## src/bbd_pkg.sv

```systemverilog
// ----------------------------------------------------------------------------
// bbd_pkg: shared types and constants
// Word layouts, register indexes, color codes and the pipeline control record
// used by the bilinear Bayer demosaic core.
// ----------------------------------------------------------------------------
package bbd_pkg;

    localparam int OUT_W    = 18;     // RGB words, two fraction bits
    localparam int POS_W    = 12;     // pixel row / column
    localparam int RAW_W    = 16;     // raw sample field
    localparam int CFG_W    = 13;     // widest config register
    localparam int CFA_W    = 8;
    localparam int ROW_W    = 12;     // row counter, frames up to 4096 lines
    localparam int HGT_W    = 13;     // row arithmetic with carry room

    localparam logic [HGT_W-1:0] HEIGHT_CAP = 13'd4096;
    localparam logic [CFG_W-1:0] DIM_MIN    = 13'd3;

    localparam logic [CFG_W-1:0] WIDTH_RST   = 13'd4096;
    localparam logic [CFG_W-1:0] HEIGHT_RST  = 13'd4096;
    localparam logic [CFA_W-1:0] CFA_RST     = 8'd148;

    // config register indexes
    localparam logic [1:0] CFG_FRAME_WIDTH  = 2'd0;
    localparam logic [1:0] CFG_FRAME_HEIGHT = 2'd1;
    localparam logic [1:0] CFG_CFA_PATTERN  = 2'd2;

    // CFA color codes (odd codes are green)
    localparam logic [1:0] CFA_RED  = 2'd0;
    localparam logic [1:0] CFA_BLUE = 2'd2;

    // output buffer
    localparam int FIFO_AW    = 2;
    localparam int FIFO_DEPTH = 1 << FIFO_AW;

    typedef struct packed {
        logic [RAW_W-1:0] raw_sample;
        logic             frame_start;
    } t_raw_word;

    typedef struct packed {
        logic [OUT_W-1:0] red_value;
        logic [OUT_W-1:0] green_value;
        logic [OUT_W-1:0] blue_value;
        logic [POS_W-1:0] pixel_row;
        logic [POS_W-1:0] pixel_col;
        logic             frame_done;
    } t_rgb_word;

    // per-sample control carried down the pipe
    typedef struct packed {
        logic             emit;
        logic [POS_W-1:0] pix_row;
        logic [POS_W-1:0] pix_col;
        logic [1:0]       color;
        logic             blue_row;
        logic             done;
    } t_pix_ctrl;

endpackage

```

## src/bbd_interp.sv

```systemverilog
// ----------------------------------------------------------------------------
// bbd_interp: bilinear interpolation
// Builds the RGB word of the window center from the 3x3 neighbourhood.
// ----------------------------------------------------------------------------
module bbd_interp #(
    parameter int SB = 16
) (
    input  logic [SB-1:0]       i_win [9],
    input  bbd_pkg::t_pix_ctrl  i_ctrl,
    output bbd_pkg::t_rgb_word  o_word
);

    localparam int SW = SB + 2;

    logic [SW-1:0] center;
    logic [SW-1:0] horiz;
    logic [SW-1:0] vert;
    logic [SW-1:0] ortho;
    logic [SW-1:0] diag;
    logic [SW-1:0] red;
    logic [SW-1:0] green;
    logic [SW-1:0] blue;

    always_comb begin
        center = {i_win[4], 2'b00};
        horiz  = {(SW-1)'(i_win[3]) + (SW-1)'(i_win[5]), 1'b0};
        vert   = {(SW-1)'(i_win[1]) + (SW-1)'(i_win[7]), 1'b0};
        ortho  = SW'(i_win[1]) + SW'(i_win[3]) + SW'(i_win[5]) + SW'(i_win[7]);
        diag   = SW'(i_win[0]) + SW'(i_win[2]) + SW'(i_win[6]) + SW'(i_win[8]);

        if (i_ctrl.color[0]) begin
            green = center;
            red   = i_ctrl.blue_row ? vert  : horiz;
            blue  = i_ctrl.blue_row ? horiz : vert;
        end else if (i_ctrl.color == bbd_pkg::CFA_BLUE) begin
            blue  = center;
            green = ortho;
            red   = diag;
        end else begin
            red   = center;
            green = ortho;
            blue  = diag;
        end

        o_word.red_value   = bbd_pkg::OUT_W'(red);
        o_word.green_value = bbd_pkg::OUT_W'(green);
        o_word.blue_value  = bbd_pkg::OUT_W'(blue);
        o_word.pixel_row   = i_ctrl.pix_row;
        o_word.pixel_col   = i_ctrl.pix_col;
        o_word.frame_done  = i_ctrl.done;
    end

endmodule

```

## config.mk

```make
export PLATFORM = sky130hd
export DESIGN_NAME = bbd_interp
export DESIGN_NICKNAME = d
export VERILOG_FILES = /design/src/bbd_pkg.sv /design/src/bbd_interp.sv
export SDC_FILE = /design/constraint.sdc
export NUM_CORES = 1
export LEC_CHECK = 0
export BUFFER_PORTS_ARGS = -buffer_cell sky130_fd_sc_hd__buf_2
export CAP_MARGIN = 30
export CORE_MARGIN = 4
export CORE_UTILIZATION = 52
export DETAILED_ROUTE_END_ITERATION = 6
export PLACE_DENSITY = 0.86
export RECOVER_POWER = 100
export SYNTH_ARGS = -nofsm -noshare
export SYNTH_HDL_FRONTEND = slang
export SYNTH_SLANG_ARGS = --single-unit
```

## constraint.sdc

```tcl
create_clock -name vclk -period 5.75
set_clock_uncertainty 0.1 [all_clocks]
set_input_delay 1.15 -clock vclk [all_inputs]
set_output_delay 1.15 -clock vclk [all_outputs]
set_load 0.01 [all_outputs]
```

Word level (Yosys, flattened, before mapping) --
Index checks and enable logic that the tools add are counted.
Storage, ports and cells: flip-flop bits (word level) 0, input port bits 173, output and inout port bits 79, logic and storage cells 16
Cells by class: add/subtract/negate cells 8, equality and inequality tests 1, muxes and demuxes 7
Operator list (number):
- two-way mux 18 bit | 7
- adder 16 x 16 -> 17 bit | 4
- adder 17 x 16 -> 18 bit | 2
- adder 18 x 16 -> 18 bit | 2
- equality test 2 bit (second input constant) | 1

Logic depth before layout (Yosys ltp) --
depth in word-level cells 5, gate-level depth with buffers 15, gate-level depth less buffers 15

Worst setup path before layout --
Ideal clock, no wire load.
path type input to output, start point input i_win[17] in the netlist's numbering, end point output o_word[60] in the netlist's numbering, arrival time 4.275 ns, data required time 4.500 ns, slack 0.225 ns, cell stages on the path 15, path buffers 0, cells stage by stage inv_1 > fa_1 > fa_1 > inv_1 > ha_1 > inv_1 > fa_1 > nor2b_1 > o21a_1 > o21ai_1 > a2111oi_2 > o31ai_1 > a21oi_1 > nor4_1 > a221oi_1
RTL lines:
- start: declaration | line bbd_interp.sv:8 | input logic [SB-1:0] i_win [9],
- end: declaration | line bbd_interp.sv:10 | output bbd_pkg::t_rgb_word o_word

==> results list <==
* Number of inserted diodes: 0
* Arrival time of the worst setup path: 4.55 ns
* Smallest setup slack after layout: -0.0458 ns
- The count of nets left with antenna violations once routing finished came out at 0.
* Die height: 116 um
* Gate Count Post-Synth: 828
- Combinational family with the most area after synthesis: adder cells
- Switching share of total power: 55.6%
- In the final layout, the share of cells above drive strength 1 is 25.0%.
- Number of input and output port buffers inserted: 201
- The checks that failed: negative setup slack.
* RSZ-0062 raised after global routing: true
* Xor-xnor portion of the synthesized cell area: 6.99%
* Routability Congestion: 0.913
- Cells fill 63.9% of the core in the end.
* Worst-path maximum fanout: 3
- Global-route wire length before repair: 27000 um
- The share of synthesized area in the top cell type comes to 22.0%.
- NetSw: 869 uW
* Synthesized cell area: 6010 um2
- Compared with the post-synthesis result, the final layout area differs by 20.9%.
- Across the whole layout, storage elements account for 0 um2.
* Tightest slew margin relative to the limit: 14.5%
- For the worst setup path, the data required time is 4.50 ns.
- Clock power share: 0%
* Setup crit start kind: input pin
* Crit end category: output pin
- Iteration count of the initial detailed-routing pass: 7
- Synthesized-area fraction occupied by ao, oa, aoi and oai cells: 25.2%
- After layout, the worst path uses 101% of the clock period.
- Max-cap violations: 0
- Pin slew with the least headroom to its limit: 1.28 ns
- Row cnt: 39
- The share of total power dissipated in combinational logic is 100.0%.
- Synthesized area per cell: 7.26 um2
- Yosys printed 0 warnings.
- FMAX: 173 MHz
* Mux cell area share after synthesis: 2.73%
* Post-Synth Adder-Cell Area: 35.7%
- Sequential cells burn 0% of the power.
* Static leakage power: 3.93 nW
* Number of buffers inserted by hold repair at cts: 0
- Area enclosed by the die boundary: 13300 um2
- Setup violations remaining at the end of the flow were counted as 1.
- Ranked by total cell area, the synthesized netlist is headed by sky130_fd_sc_hd__fa_1, sky130_fd_sc_hd__ha_1, sky130_fd_sc_hd__inv_1, sky130_fd_sc_hd__a21oi_1, sky130_fd_sc_hd__xnor2_1.
- For this run, the slowest stage of the critical path takes 0.54 ns.
* Average wire length per cell after detail routing: 15.2 um
- Net count of the finished layout: 1315
- After layout, the design draws a total of 1.56 mW.
* Power density over the cells: 215 nW/um2
- Global-route usage over all layers: 24.7%
- The detailed router placed 6346 vias in this run.
* DP HPWL: 15100 um
* Number of vias per cell: 5.51
* Fraction of the mapped netlist area in simple logic gates: 13.1%
- In this run the count of I/O pins placed on the die edge is 252.
- Max stage delay cell, worst path: sky130_fd_sc_hd__fa_1
- The total area inside the core boundary comes to 11400 um2.
- Total internal power: 694 uW
* Starting DRT DRC Count: 443
- DIE WIDTH: 116 um
* Post-Place Cell Area: 7030 um2
- The number of nets in the synthesized netlist is 1133.
- Number of hold violations in the final report: 0
- After global routing the overflow that remains totals 0.
- Largest area contributor in the netlist: sky130_fd_sc_hd__fa_1
- CP cell instances: buf_8 > inv_6 > fa_1 > fa_1 > inv_2 > ha_4 > buf_6 > a211o_1 > a2111oi_4 > o31ai_2 > a21oi_2 > o21ai_2 > o41ai_2 > xor2_1 > o21ai_1 > buf_2
* Tmin final: 5.80 ns
- On the final layout, the worst hold slack is 2.20 ns.
* Number of global-route vias before repair: 6076
- The initial antenna violation count was 0.
- Area used by multi-input combinational logic: 5160 um2
* Crit path buffers/inverters: 5
* Final WL: 17400 um
- Fill cells in the final layout number 1064.
- CP top delay family: compound AO/OA/AOI/OAI gates
- Number of unique standard cell types used by synthesis: 64
- Number of slew-limit violations in the final report: 0
- Summing the sequential cell areas from Yosys gives 0% of the chip area.
- Entering global routing, the biggest net connects 68 pins.
- The min-delay analysis places its worst path in the category in -> out.
- CP Class: in -> out
- After detailed routing, the number of remaining DRC violations is 0.
* Outcome: finished with violations
* Largest voltage drop on the vdd net: 0.000178 V
* Count of sequential standard cells: 0
- Final instance area: 7270 um2
* Most common cell type on the critical path: sky130_fd_sc_hd__fa_1
* Initial core utilization: 52.9%
- The clock buffers instantiated in the layout total 0.
## what timing repair did
item	CTS	global route
setup endpoints to repair	7	11
hold endpoints to repair	0	0
pin swaps	14	28
cloned	0	0
buffers inserted	4	6
resized for setup	20	31
## metal layers
metal | wire (um) | track usage, % | part of all wire (%) | vias up
met3 | 1360 | 2.92 | 7.8 | 40
met1 | 6660 | 29.3 | 38 | 2976
met4 | 450 | 4.69 | 2.6 | 0
met2 | 8970 | 47.9 | 51 | 264
li1 | - | - | - | 3066
met5 | 0 | 0 | 0 | -
## final timing paths
| check | start | endpoint | depth (start not counted) |
|---|---|---|---|
| min | i_ctrl[18] | o_word[15] | 0 |
| max | i_win[81] | o_word[59] | 16 |
## Yosys cell counts, types with 3 or more instances
library cell	n
sky130_fd_sc_hd__a211o_1	3
sky130_fd_sc_hd__a211oi_1	23
sky130_fd_sc_hd__a21o_1	10
sky130_fd_sc_hd__a21oi_1	73
sky130_fd_sc_hd__a221o_1	3
sky130_fd_sc_hd__a221oi_1	3
sky130_fd_sc_hd__a22oi_1	4
sky130_fd_sc_hd__a31oi_1	4
sky130_fd_sc_hd__and2_1	6
sky130_fd_sc_hd__and3_1	6
sky130_fd_sc_hd__buf_1	3
sky130_fd_sc_hd__buf_4	26
sky130_fd_sc_hd__clkbuf_1	13
sky130_fd_sc_hd__fa_1	66
sky130_fd_sc_hd__ha_1	66
sky130_fd_sc_hd__inv_1	189
sky130_fd_sc_hd__mux2_2	3
sky130_fd_sc_hd__mux2i_1	13
sky130_fd_sc_hd__nand2_1	64
sky130_fd_sc_hd__nand2b_1	7
sky130_fd_sc_hd__nand3_1	10
sky130_fd_sc_hd__nor2_1	42
sky130_fd_sc_hd__nor2b_1	15
sky130_fd_sc_hd__nor3_1	12
sky130_fd_sc_hd__o211ai_1	3
sky130_fd_sc_hd__o21a_1	11
sky130_fd_sc_hd__o21ai_0	40
sky130_fd_sc_hd__o21ai_1	8
sky130_fd_sc_hd__o21bai_1	7
sky130_fd_sc_hd__o31ai_1	4
sky130_fd_sc_hd__or3_1	3
sky130_fd_sc_hd__xnor2_1	29
sky130_fd_sc_hd__xor2_1	19
## through the flow
stage               TNS, ns  std cells  worst slack, ns
floorplan                 0        828            0.225
global placement     -0.350       1142           -0.123
detailed placement   -0.595       1142           -0.135
CTS                 -0.0161       1146          -0.0161
global route         -0.365       1151           -0.166
finish              -0.0458       1151          -0.0458
## cells by family after synthesis
kind of cell               after synthesis
xor gates and xnor gates                48
adders and majority gates              132
AOI/OAI and AO/OA                      227
and+or+nand+nor                        172
buffers and inverters                  233
muxes                                   16
## placed cells by master, fill, tap and decap left out, types with 6 or more instances in the layout
cell type / instances
sky130_fd_sc_hd__nor3_1: 11
sky130_fd_sc_hd__buf_2: 176
sky130_fd_sc_hd__o21ai_1: 9
sky130_fd_sc_hd__o21bai_1: 7
sky130_fd_sc_hd__xor2_1: 18
sky130_fd_sc_hd__a211oi_1: 23
sky130_fd_sc_hd__nand2b_1: 7
sky130_fd_sc_hd__buf_6: 7
sky130_fd_sc_hd__nand3_1: 10
sky130_fd_sc_hd__and3_1: 6
sky130_fd_sc_hd__nand2_1: 63
sky130_fd_sc_hd__inv_1: 177
sky130_fd_sc_hd__fa_1: 63
sky130_fd_sc_hd__clkbuf_1: 17
sky130_fd_sc_hd__ha_1: 62
sky130_fd_sc_hd__a21o_1: 10
sky130_fd_sc_hd__mux2i_1: 13
sky130_fd_sc_hd__o21a_1: 11
sky130_fd_sc_hd__o21ai_0: 37
sky130_fd_sc_hd__inv_2: 10
sky130_fd_sc_hd__and2_1: 6
sky130_fd_sc_hd__nor2b_1: 15
sky130_fd_sc_hd__nor2_1: 42
sky130_fd_sc_hd__xnor2_1: 29
sky130_fd_sc_hd__buf_4: 21
sky130_fd_sc_hd__a21oi_1: 71
## power by group through the flow
stage | clock network [mW] | logic (mW) | registers [mW]
floorplan | 0 | 1.06 | 0
global placement | 0 | 1.42 | 0
detailed placement | 0 | 1.46 | 0
CTS | 0 | 1.51 | 0
global route | 0 | 1.73 | 0
finish | 0 | 1.56 | 0
## cell type report
type | instances | area share [%]
repair buffers | 223 | 16.7
inverters | 190 | 9.92
well taps | 143 | 2.46
multi-input cells | 595 | 71.0
Power figures use the tool's default switching activity.
