[config.mk]
export PLATFORM = sky130hd
export DESIGN_NAME = bbd_out_fifo_flat
export DESIGN_NICKNAME = d
export VERILOG_FILES = /design/src/bbd_pkg.sv /design/src/bbd_stream_if.sv /design/src/bbd_out_fifo.sv /design/src/flat_wrapper.sv
export SDC_FILE = /design/constraint.sdc
export NUM_CORES = 1
export LEC_CHECK = 0
export ABC_AREA = 1
export BUFFER_PORTS_ARGS = -buffer_cell sky130_fd_sc_hd__buf_4
export CORE_MARGIN = 3
export CORE_UTILIZATION = 29
export DETAILED_ROUTE_END_ITERATION = 7
export GPL_ROUTABILITY_DRIVEN = 0
export GPL_TIMING_DRIVEN = 0
export PLACE_DENSITY_LB_ADDON = 0.05
export SLEW_MARGIN = 5
export SYNTH_ARGS = -nofsm -noshare
export SYNTH_HDL_FRONTEND = slang
export SYNTH_SLANG_ARGS = --single-unit
[constraint.sdc]
create_clock -name i_clk -period 1.8 [get_ports i_clk]
set_input_delay 0.09 -clock i_clk [delete_from_list [all_inputs] [get_ports i_clk]]
set_output_delay 0.09 -clock i_clk [all_outputs]
set_load 0.1 [all_outputs]
[src/bbd_pkg.sv]
// ----------------------------------------------------------------------------
// bbd_pkg: shared types and constants
// Word layouts, register indexes, color codes and the pipeline control record
// used by the bilinear Bayer demosaic core.
// ----------------------------------------------------------------------------
package bbd_pkg;

    localparam int OUT_W    = 18;     // RGB words, two fraction bits
    localparam int POS_W    = 12;     // pixel row / column
    localparam int RAW_W    = 16;     // raw sample field
    localparam int CFG_W    = 13;     // widest config register
    localparam int CFA_W    = 8;
    localparam int ROW_W    = 12;     // row counter, frames up to 4096 lines
    localparam int HGT_W    = 13;     // row arithmetic with carry room

    localparam logic [HGT_W-1:0] HEIGHT_CAP = 13'd4096;
    localparam logic [CFG_W-1:0] DIM_MIN    = 13'd3;

    localparam logic [CFG_W-1:0] WIDTH_RST   = 13'd4096;
    localparam logic [CFG_W-1:0] HEIGHT_RST  = 13'd4096;
    localparam logic [CFA_W-1:0] CFA_RST     = 8'd148;

    // config register indexes
    localparam logic [1:0] CFG_FRAME_WIDTH  = 2'd0;
    localparam logic [1:0] CFG_FRAME_HEIGHT = 2'd1;
    localparam logic [1:0] CFG_CFA_PATTERN  = 2'd2;

    // CFA color codes (odd codes are green)
    localparam logic [1:0] CFA_RED  = 2'd0;
    localparam logic [1:0] CFA_BLUE = 2'd2;

    // output buffer
    localparam int FIFO_AW    = 2;
    localparam int FIFO_DEPTH = 1 << FIFO_AW;

    typedef struct packed {
        logic [RAW_W-1:0] raw_sample;
        logic             frame_start;
    } t_raw_word;

    typedef struct packed {
        logic [OUT_W-1:0] red_value;
        logic [OUT_W-1:0] green_value;
        logic [OUT_W-1:0] blue_value;
        logic [POS_W-1:0] pixel_row;
        logic [POS_W-1:0] pixel_col;
        logic             frame_done;
    } t_rgb_word;

    // per-sample control carried down the pipe
    typedef struct packed {
        logic             emit;
        logic [POS_W-1:0] pix_row;
        logic [POS_W-1:0] pix_col;
        logic [1:0]       color;
        logic             blue_row;
        logic             done;
    } t_pix_ctrl;

endpackage

[src/bbd_stream_if.sv]
// ----------------------------------------------------------------------------
// bbd_stream_if: valid/ready stream channel
// One word moves at a clock edge with valid and ready both high.
// ----------------------------------------------------------------------------
interface bbd_stream_if #(
    parameter type t_payload = logic
) ();

    logic     valid;
    logic     ready;
    t_payload payload;

    modport source (output valid, output payload, input ready);
    modport sink   (input valid, input payload, output ready);

endinterface

[src/bbd_out_fifo.sv]
// ----------------------------------------------------------------------------
// bbd_out_fifo: output word buffer
// Small FIFO that decouples the pipeline from the output handshake.
// ----------------------------------------------------------------------------
module bbd_out_fifo (
    input  logic                     i_clk,
    input  logic                     i_rst_n,
    input  logic                     i_push,
    input  bbd_pkg::t_rgb_word       i_word,
    output logic [bbd_pkg::FIFO_AW:0] o_count,
    bbd_stream_if.source             o_rgb
);

    bbd_pkg::t_rgb_word             r_buf [bbd_pkg::FIFO_DEPTH];
    logic [bbd_pkg::FIFO_AW-1:0]    r_head;
    logic [bbd_pkg::FIFO_AW-1:0]    r_tail;
    logic [bbd_pkg::FIFO_AW:0]      r_count;
    logic                           pop;

    assign o_rgb.valid   = (r_count != '0);
    assign o_rgb.payload = r_buf[r_head];
    assign pop           = o_rgb.valid && o_rgb.ready;
    assign o_count       = r_count;

    always_ff @(posedge i_clk) begin
        if (i_push) begin
            r_buf[r_tail] <= i_word;
        end
    end

    always_ff @(posedge i_clk) begin
        if (!i_rst_n) begin
            r_head  <= '0;
            r_tail  <= '0;
            r_count <= '0;
        end else begin
            if (i_push) begin
                r_tail <= r_tail + 1'b1;
            end
            if (pop) begin
                r_head <= r_head + 1'b1;
            end
            r_count <= r_count + (bbd_pkg::FIFO_AW+1)'(i_push)
                               - (bbd_pkg::FIFO_AW+1)'(pop);
        end
    end

endmodule
[src/flat_wrapper.sv]
// flat-port wrapper written by rule: the top's interface ports become plain ports
module bbd_out_fifo_flat 
  (i_clk, i_rst_n, i_push, i_word, o_count, o_rgb_valid, o_rgb_payload, o_rgb_ready);
  bbd_stream_if o_rgb_i ();
  input  logic i_clk;
  input  logic i_rst_n;
  input  logic i_push;
  input  bbd_pkg::t_rgb_word i_word;
  output logic [bbd_pkg::FIFO_AW:0] o_count;
  output wire logic [$bits(o_rgb_i.valid)-1:0] o_rgb_valid;
  output wire logic [$bits(o_rgb_i.payload)-1:0] o_rgb_payload;
  input wire logic [$bits(o_rgb_i.ready)-1:0] o_rgb_ready;
  assign o_rgb_valid = o_rgb_i.valid;
  assign o_rgb_payload = o_rgb_i.payload;
  assign o_rgb_i.ready = o_rgb_ready;
  bbd_out_fifo u_core (.i_clk(i_clk), .i_rst_n(i_rst_n), .i_push(i_push), .i_word(i_word), .o_count(o_count), .o_rgb(o_rgb_i));
endmodule
## After elaboration in Yosys (flattened, before gate mapping)

Memories as Yosys holds them, arrays and structs flattened. A register that Yosys moved wholly into a read port is not among the register bits.
Index checks and enable logic that the tools add are counted.

- Reduce and logical (&&, ||, !) cells: 2
- $add $sub $neg: 4
- Multiplexer cells: 4

Operators with widths:

| kind | count |
|---|---|
| $add 2x1->2 const B | 2 |
| $mux 2 | 2 |
| $add 3x1->3 | 1 |
| $reduce_bool 3->1 | 1 |
| $sub 3x1->3 | 1 |
| $mux 1 | 2 |
| $logic_and 1x1->1 | 1 |

- Register bits after elaboration: 7
- Memories: 1
- Input bits: 83
- Word-level logic and storage cells: 14
- Bits in writable memories: 316
- Output and inout bits: 5

Memories:

| memory | words | bits a word | read ports | clocked after Yosys merged registers in | wr ports | RTL line | RTL |
|---|---|---|---|---|---|---|---|
| u_core.r_buf | 4 | 79 | 1 | 1 | 1 | bbd_out_fifo.sv:14 | `bbd_pkg::t_rgb_word r_buf [bbd_pkg::FIFO_DEPTH];` |

## Longest topological paths before layout

Gate-level depths: netlist of the first run.

- Depth after elaboration: 4
- Gate-level depth with buffers: 9
- Gate-level depth less buffers: 9

## Least setup slack after synthesis of the first run

OpenSTA, ideal clock, no wires.

- Path kind: register to register
- Start: register u_core.r_count, in the netlist u_core.o_count[0]
- End: register u_core.r_count, in the netlist u_core.o_count[1]
- Buffers on the path: 0
- Library setup time: 0.109 ns
- Stages on the path, launching flop included: 9
- Required time: 1.691 ns
- Clock period less this slack: 2.286 ns
- Data arrival time: 2.177 ns
- Slack: -0.486 ns
- Cell sequence: dfxtp_1 inv_2 a21boi_1 ha_1 inv_1 ha_1 fa_1 nand2_1 inv_1

- Cells in the longest elaborated chain, start to end: 3
- Elaborated cells on any way between the ends: 4
- Classes of those cells: add/sub (2); reduce/logical (2)

Ends and longest elaborated chain:

| what | RTL line | RTL |
|---|---|---|
| from (decl) | bbd_out_fifo.sv:17 | `logic [bbd_pkg::FIFO_AW:0] r_count;` |
| from (signal assigned) | bbd_out_fifo.sv:43 | `r_count <= r_count + (bbd_pkg::FIFO_AW+1)'(i_push)` |
| $reduce_bool 3->1 | bbd_out_fifo.sv:20 | `assign o_rgb.valid = (r_count != '0);` |
| $logic_and 1x1->1 | bbd_out_fifo.sv:22 | `assign pop = o_rgb.valid && o_rgb.ready;` |
| named net u_core.pop | bbd_out_fifo.sv:18 | `logic pop;` |
| $sub 3x1->3 | bbd_out_fifo.sv:44 | `- (bbd_pkg::FIFO_AW+1)'(pop);` |

The timed path passes the listed nets, and every way through them passes these cells.
A chain may end at the register's enable or synchronous reset.

## Worst setup path in the final report of the first run

- Start: register u_core.r_count, in the netlist u_core.o_count[2]
- End: register u_core.r_count, in the netlist u_core.o_count[1]

The elaborated chain is that of the path after synthesis.

==> results of run 1 <==
report_power, final:
group | switching [mW] | internal (mW) | leakage [nW]
registers | 0.0490 | 0.377 | 0.113
logic | 0.592 | 0.205 | 0.257
clock network | 0.0850 | 0.0856 | 0.0150
total | 0.726 | 0.668 | 0.385
cell type report:
| class | count | share of cell area [%] |
|---|---|---|
| Clock buffer | 4 | 3.36 |
| Inverter | 16 | 7.68 |
| Multi-Input combinational cell | 42 | 36.2 |
| Sequential cell | 13 | 39.8 |
| Tap cell | 27 | 4.32 |
| Timing Repair Buffer | 9 | 8.64 |
final timing paths:
check / endpoint / start
worst max-delay path: u_core.o_count[1] / u_core.o_count[2]
worst max register to register: u_core.o_count[1] / u_core.o_count[2]
worst min register to register: u_core.r_head[0] / u_core.r_head[0]
worst min-delay path: u_core.r_buf[1][0] / i_word[0]
logic make-up (layout without fill, tap and decap cells):
family	count (synthesis)	count (layout)	share of synthesized area (%)
AND/OR/NAND/NOR	24	24	17.9
buffers and inverters	16	29	9.54
flip-flops	13	13	47.7
AO/OA/AOI/OAI	11	11	9.74
adder cells (fa/ha/maj)	7	7	15.1
cells in the final DEF (no fill, tap or decap), types with 2 or more instances in the layout:
master                      n
sky130_fd_sc_hd__buf_4      9
sky130_fd_sc_hd__a21oi_1    4
sky130_fd_sc_hd__dfxtp_4    3
sky130_fd_sc_hd__inv_2      3
sky130_fd_sc_hd__nand2_2    2
sky130_fd_sc_hd__nor2_1     7
sky130_fd_sc_hd__nand2_1   11
sky130_fd_sc_hd__edfxtp_1   4
sky130_fd_sc_hd__ha_1       5
sky130_fd_sc_hd__dfxtp_1    6
sky130_fd_sc_hd__o21ai_1    3
sky130_fd_sc_hd__inv_1     13
sky130_fd_sc_hd__clkbuf_4   3
critical path, cell delays in order (launching register included):
cell and delay (ps):
sky130_fd_sc_hd__dfxtp_4 370, sky130_fd_sc_hd__nor2_4 130, sky130_fd_sc_hd__a21boi_1 80, sky130_fd_sc_hd__ha_1 270, sky130_fd_sc_hd__inv_1 40, sky130_fd_sc_hd__ha_2 160, sky130_fd_sc_hd__fa_2 510, sky130_fd_sc_hd__nand2_1 50
sky130_fd_sc_hd__inv_1 50
layer usage:
metal  vias up  wire (µm)
met5         -          0
met4         0         14
met3         2         48
met2         7        359
met1       177        503
li1        247          -
per-stage QoR:
stage	total power [mW]	cells	hold WS, ps	worst slack [ps]
floorplan	1.08	71	183	7.63
CTS	1.40	111	18.1	64.3
detailed placement	1.22	107	296	81.1
global placement	1.22	107	294	71.0
global route	1.52	111	4.85	8.92
finish	1.39	111	28.1	97.6
==> impl_results.md, run 1 <==
- Run status: complete, no violations
- Clock tree from TritonCTS: yes
- List of most frequent post-synthesis cells: sky130_fd_sc_hd__inv_1, sky130_fd_sc_hd__nand2_1, sky130_fd_sc_hd__dfxtp_1, sky130_fd_sc_hd__nor2_1, sky130_fd_sc_hd__ha_1
- VDD IR max: about 1.1 mV
- Reported leakage power: 0.385 nW
- DRC errors left: 0
- Global-route wire length before repair: ~1600 µm
- Die W: between 50 and 60 µm
- Average via count per standard cell: about 3.9
- RSZ-0062 raised after global routing: false
- Filler Cell Count: between 200 and 250
- Post-synth EDFFs: 4
- Total half-perimeter wirelength after legalization and detailed placement: 757 µm
- Number of routed nets with antenna violations: 0
- Antenna violations before repair: 0
- Proportion of synthesized flip-flops having asynchronous set or reset: 0%
- Post-Syn Area: 629 µm²
- Signal arrival time at the worst endpoint: approximately 1900 ps
- Finish-stage setup viols: 0
- Top cells by area in the synthesized netlist: sky130_fd_sc_hd__dfxtp_1, sky130_fd_sc_hd__edfxtp_1, sky130_fd_sc_hd__ha_1, sky130_fd_sc_hd__inv_1, sky130_fd_sc_hd__nand2_1
- Hold-fix buffers, CTS: 0
- Launching element type of the critical path: flip-flop
- Total number of placement rows: 16
- Met3 demand-to-capacity share in global routing: 3.99%
- Aggregate negative setup slack: 0 ps
- Layout Utilization: 39.1%
- Number of global-route vias before repair: approximately 390
- Final hold violation count: 0
- Reg area: 312 µm²
- Number of clock sinks: 13
- H-Tree Level Count: 1
- DRC violation total after the first TritonRoute iteration: 3
- Share of layout cells above drive strength 1: 32.1%
- Sequential area share after synthesis: 47.7%
- Area share of the largest cell type after synthesis: 28.6%
- Synth area leader: sky130_fd_sc_hd__dfxtp_1
- Cells on worst reg2reg path: 8
- Antenna diode count: 0
- Req. time, crit path: about 2000 ps
- Global-route total usage across every layer: between 8 and 9%
- Buffer depth of the longest clock path: 2
- Final period util: 94.6%
- Achievable Freq: 587 MHz
- Instance count along the most critical hold path: 1
- Top-Level Pins: between 80 and 90
- Synthesized netlist net count: approximately 160
- Yosys warns: 0
- Setup Crit Path Kind: reg2reg
- Area overhead of the layout relative to synthesis: 24.3%
- Final critical delay including setup and external delays: 1700 ps
- Reg-to-reg setup timing slack: roughly 100 ps
- Vertical extent of the die: 52.6 µm
- Initial core utilization: a little under a third
- Cell chosen for the clock root: sky130_fd_sc_hd__clkbuf_4
- Relative slew slack: between 80% and 90%
- Number of buffers created by CTS: 3
- Most common flop cell mapped by yosys: sky130_fd_sc_hd__dfxtp_1
- Clock skew: 0.546 ps
- Routing layer with the top usage in global route: met1
- Transition time of the tightest slew-check pin: between 200 and 300 ps
- Most frequent cell after synthesis: sky130_fd_sc_hd__inv_1
- Number of nets in the final layout: 175
- Total wirelength of the detailed-routed design: 925 µm
- Area of the core region: 0.00200 mm²
- Path class of the lowest-slack min-delay path: in2reg
- Average wire per standard cell: 8.33 µm
- Total number of vias: 433
- Met1 usage: 11.6%
- Max-capacitance violation count: 0
- Number of buffers inserted by post-CTS setup repair: 0
- Met2 demand-to-capacity share in global routing: 10.1%
- Multi-input gate area: 283 µm²
- Maximum number of pins on one net before global-route repair: 8
- Number of buffers added on ports: 9
- Clock insertion delay at the later pin of the skew report: 270 ps
- Layout Cell Area excl Fill: 782 µm²
- Gate count after technology mapping: 71
- Number of instances resized during post-cts repair: 0
- Total congestion overflow: 0
- Area enclosed by the die boundary: between 0.002 and 0.003 mm²
- Number of pins with negative max-slew slack in the final report: 0
- Register bit count reported by yosys: 13
- Distinct cells, synth: 17
- Endpoint class of the critical path: flip-flop
- Power density cells: between 1500 and 2000 mW/mm²
- Post-Place Cell Area: 746 µm²
- Maximum fanout count along the critical path: 4
- Clock-pin slew on the worst setup and hold paths: 80 ps
- Post-synthesis area per instance: 8.86 µm²
- Pre-Repair DR Iteration Count: 2
No activity file was read; power rests on OpenSTA's default activity.
==> run 2: changes to the inputs <==
Settings changed: ABC_AREA 1 to not set, CORE_MARGIN 3 to 2, GPL_TIMING_DRIVEN 0 to not set.
==> run 2 against run 1 <==
  * The run now ends with negative setup slack left
  * Combinational power rose by 4.6%
  * Core utilization increased by 3.0 points
  * Register-to-register slack got worse by 170 ps
  * Critical path type unchanged
==> impl_results.md, run 2 <==
- Area of the core region: 0.00198 mm²
- Area share of the largest cell type after synthesis: 29.4%
- RSZ-0062 raised after global routing: true
- VDD IR max: 1.13 mV
- Endpoint class of the critical path: flip-flop
- H-Tree Level Count: 1
- Fraction of power consumed by sequential logic: between 20 and 30%
- Internal: 0.763 mW
- Achievable Freq: 534 MHz
- Register bit count reported by yosys: 13
- Vertical extent of the die: 50.0 µm
- Reported leakage power: 0.363 nW
- Launching element type of the critical path: flip-flop
- Cell chosen for the clock root: sky130_fd_sc_hd__clkbuf_4
- Cell with the biggest individual delay on the critical path: sky130_fd_sc_hd__o31a_4
- Number of pins with negative max-slew slack in the final report: 0
- Worst setup startpoint: u_core.o_count[0]
- Number of buffers added on ports: 9
- Global-route total usage across every layer: 9.16%
- Number of buffers created by CTS: 3
- Buffer depth of the longest clock path: 2
- Average wire per standard cell: 10.1 µm
- Gate count after technology mapping: 49
- Distinct cells, synth: 16
- Req. time, crit path: ~2000 ps
- Maximum number of pins on one net before global-route repair: 10
- Sw Share: 46.5%
- Synthesized-area fraction occupied by ao, oa, aoi and oai cells: 3.06%
- Pre-Repair DR Iteration Count: 2
- Most common cell after layout, fill and taps aside: sky130_fd_sc_hd__buf_4
- Post-synth EDFFs: 4
- Area overhead of the layout relative to synthesis: 36.1%
- Sequential area share after synthesis: 49.0%
- Top-Level Pins: 88
- Proportion of synthesized flip-flops having asynchronous set or reset: 0%
- Total half-perimeter wirelength after legalization and detailed placement: ~770 µm
- DRC violation total after the first TritonRoute iteration: 3
- Clock group share of total power: 12.4%
- List of most frequent post-synthesis cells: sky130_fd_sc_hd__dfxtp_1, sky130_fd_sc_hd__and2_1, sky130_fd_sc_hd__ha_1, sky130_fd_sc_hd__inv_1
- Fin worst setup slack: -71.4 ps
- Aggregate negative setup slack: -90.2 ps
- Antenna violations before repair: 0
- Clock insertion delay at the later pin of the skew report: roughly 270 ps
- Total number of vias: just under 400
- Die W: 50.0 µm
- Number of routed nets with antenna violations: 0
- Total number of placement rows: 16
- Most common cell type on the critical path: sky130_fd_sc_hd__ha_4
- Path class of the lowest-slack min-delay path: in2reg
- Max-capacitance violation count: 0
- Largest stage delay on the critical path: 360 ps
- Chain of cells forming the critical path: o31a_4, ha_4, inv_2, ha_4, fa_2, xnor3_1, and2_1
- Part of the total power dissipated in combinational logic: about three fifths
- Mux cell area share after synthesis: 10.2%
- Number of nets in the final layout: 159
- Launch point of the worst reg-to-reg path: u_core.o_count[0]
- Signal arrival time at the worst endpoint: 2040 ps
- Clock tree from TritonCTS: yes
- Most frequent cell after synthesis: sky130_fd_sc_hd__dfxtp_1
- Final period util: 104%
- Setup Crit Path Kind: reg2reg
- Top cells by area in the synthesized netlist: sky130_fd_sc_hd__dfxtp_1, sky130_fd_sc_hd__edfxtp_1, sky130_fd_sc_hd__ha_1, sky130_fd_sc_hd__and2_1, sky130_fd_sc_hd__mux2i_1
- Total wirelength of the detailed-routed design: 959 µm
- Run status: complete, but fails checks
- Average via count per standard cell: 4.13
- Antenna diode count: 0
- Post-Syn Area: just over 600 µm²
- Synthesized netlist net count: 139
- Share of layout cells above drive strength 1: 38.2%
- Largest family of logic cells by synthesized area: adder cells
- Transition time of the tightest slew-check pin: 351 ps
- Critical hold path startpoint: i_rst_n
- Worst Path Buf+Inv: 1
- Violations in the final reports: negative setup slack
- Family with the most delay on the worst path: adder cells
- Final critical delay including setup and external delays: 1870 ps
- Number of instances resized during post-cts repair: 0
- Clock skew: between 3 and 4 ps
- Yosys warns: 0
- Final hold violation count: 0
- Clock-pin slew on the worst setup and hold paths: 80 ps
- Global-route wire length before repair: about 1700 µm
- Power density cells: 1710 mW/mm²
- Initial core utilization: between 30 and 40%
- P_sw: roughly 0.66 mW
- Area share of xor/xnor cells in the synthesized design: 5.10%
- Simple-gate share of the synthesized area: about 13%
- Post-route total power: 1.43 mW
- Total congestion overflow: 0
- Number of clock sinks: 13
- Highest-count cells in the layout ignoring fill and taps: sky130_fd_sc_hd__buf_4, sky130_fd_sc_hd__and2_1, sky130_fd_sc_hd__dfxtp_1, sky130_fd_sc_hd__inv_1
- Area enclosed by the die boundary: roughly 0.0025 mm²
- Maximum fanout count along the critical path: 2
- Finish-stage setup viols: 2
- Synth area leader: sky130_fd_sc_hd__dfxtp_1
- Fraction of the mapped netlist area in adder cells: 15.5%
- Number of global-route vias before repair: 382
- Most common flop cell mapped by yosys: sky130_fd_sc_hd__dfxtp_1
- DRC errors left: 0
- Reg-to-reg setup timing slack: -70 ps
- Post-synthesis area per instance: 12.5 µm²
- Relative slew slack: about 76%
==> run 2: cell count changes after synthesis, sizes merged, moves of 5 or more <==
cell,delta
nand2,-12
inv,-10
and2,+8
nor2,-8
a21oi,-5
o21ai,-5
==> run 2: cell families after synthesis <==
logic type,count (synthesis)
AOI/OAI and AO/OA,2
xor gates and xnor gates,2
adders and majority gates,7
buffers and inverters,6
DFF,13
muxes,5
and+or+nand+nor,14
==> run 2: layout make-up <==
type / count / area (µm²)
fillers: 211 / 1150
multi-input cells: 30 / 325
flip-flops and latches: 13 / 312
repair buffers: 15 / 115
well taps: 27 / 33.8
clock buffers: 4 / 26.3
inverters: 6 / 22.5
==> run 2: per-layer routing <==
layer	GRT usage [%]	wire [µm]	up-vias
li1	-	-	202
met5	0	0	-
met2	13.8	451	6
met4	1.39	0	0
met1	11.4	460	184
met3	5.45	47	0
==> run 2: power groups by stage <==
| stage | combinational [mW] | clock (mW) | sequential [mW] |
|---|---|---|---|
| floorplan | 0.436 | 0 | 0.623 |
| global placement | 0.824 | 0 | 0.422 |
| detailed placement | 0.832 | 0 | 0.423 |
| CTS | 0.842 | 0.191 | 0.417 |
| global route | 0.897 | 0.205 | 0.422 |
| finish | 0.835 | 0.177 | 0.415 |
==> run 2: worst paths after layout <==
path                            end  cells after the start
setup / recovery  u_core.o_count[2]                      7
hold / removal    u_core.o_count[1]                      2
setup reg to reg  u_core.o_count[2]                      7
hold reg to reg           flip-flop                      2
==> run 2: repair_timing <==
item	CTS	global route
pin swaps	2	2
hold buffers	0	1
setup buffers	1	0
endpoints found under the setup margin	2	2
endpoints found under the hold margin	0	1
==> run 2: metrics by stage <==
stage / area [µm²] / util [%] / hold slack [ps] / setup slack (ps) / cells
final: 835 / 42.1 / 95.7 / -71.4 / 95
after global routing: 835 / 42.1 / 91.6 / -134 / 95
after CTS: 825 / 41.6 / 1.53 / -85.6 / 94
after detailed placement: 791 / 39.9 / 297 / -93.8 / 89
after global placement: 791 / 39.9 / 295 / -76.6 / 89
after floorplan: 659 / - / 189 / -235 / 49
==> run 2: worst register-to-register path: stages (launching register included) <==
cell and delay, ps:
sky130_fd_sc_hd__dfxtp_4 350, sky130_fd_sc_hd__o31a_4 360, sky130_fd_sc_hd__ha_4 260, sky130_fd_sc_hd__inv_2 40, sky130_fd_sc_hd__ha_4 140, sky130_fd_sc_hd__fa_2 320, sky130_fd_sc_hd__xnor3_1 170, sky130_fd_sc_hd__and2_1 140
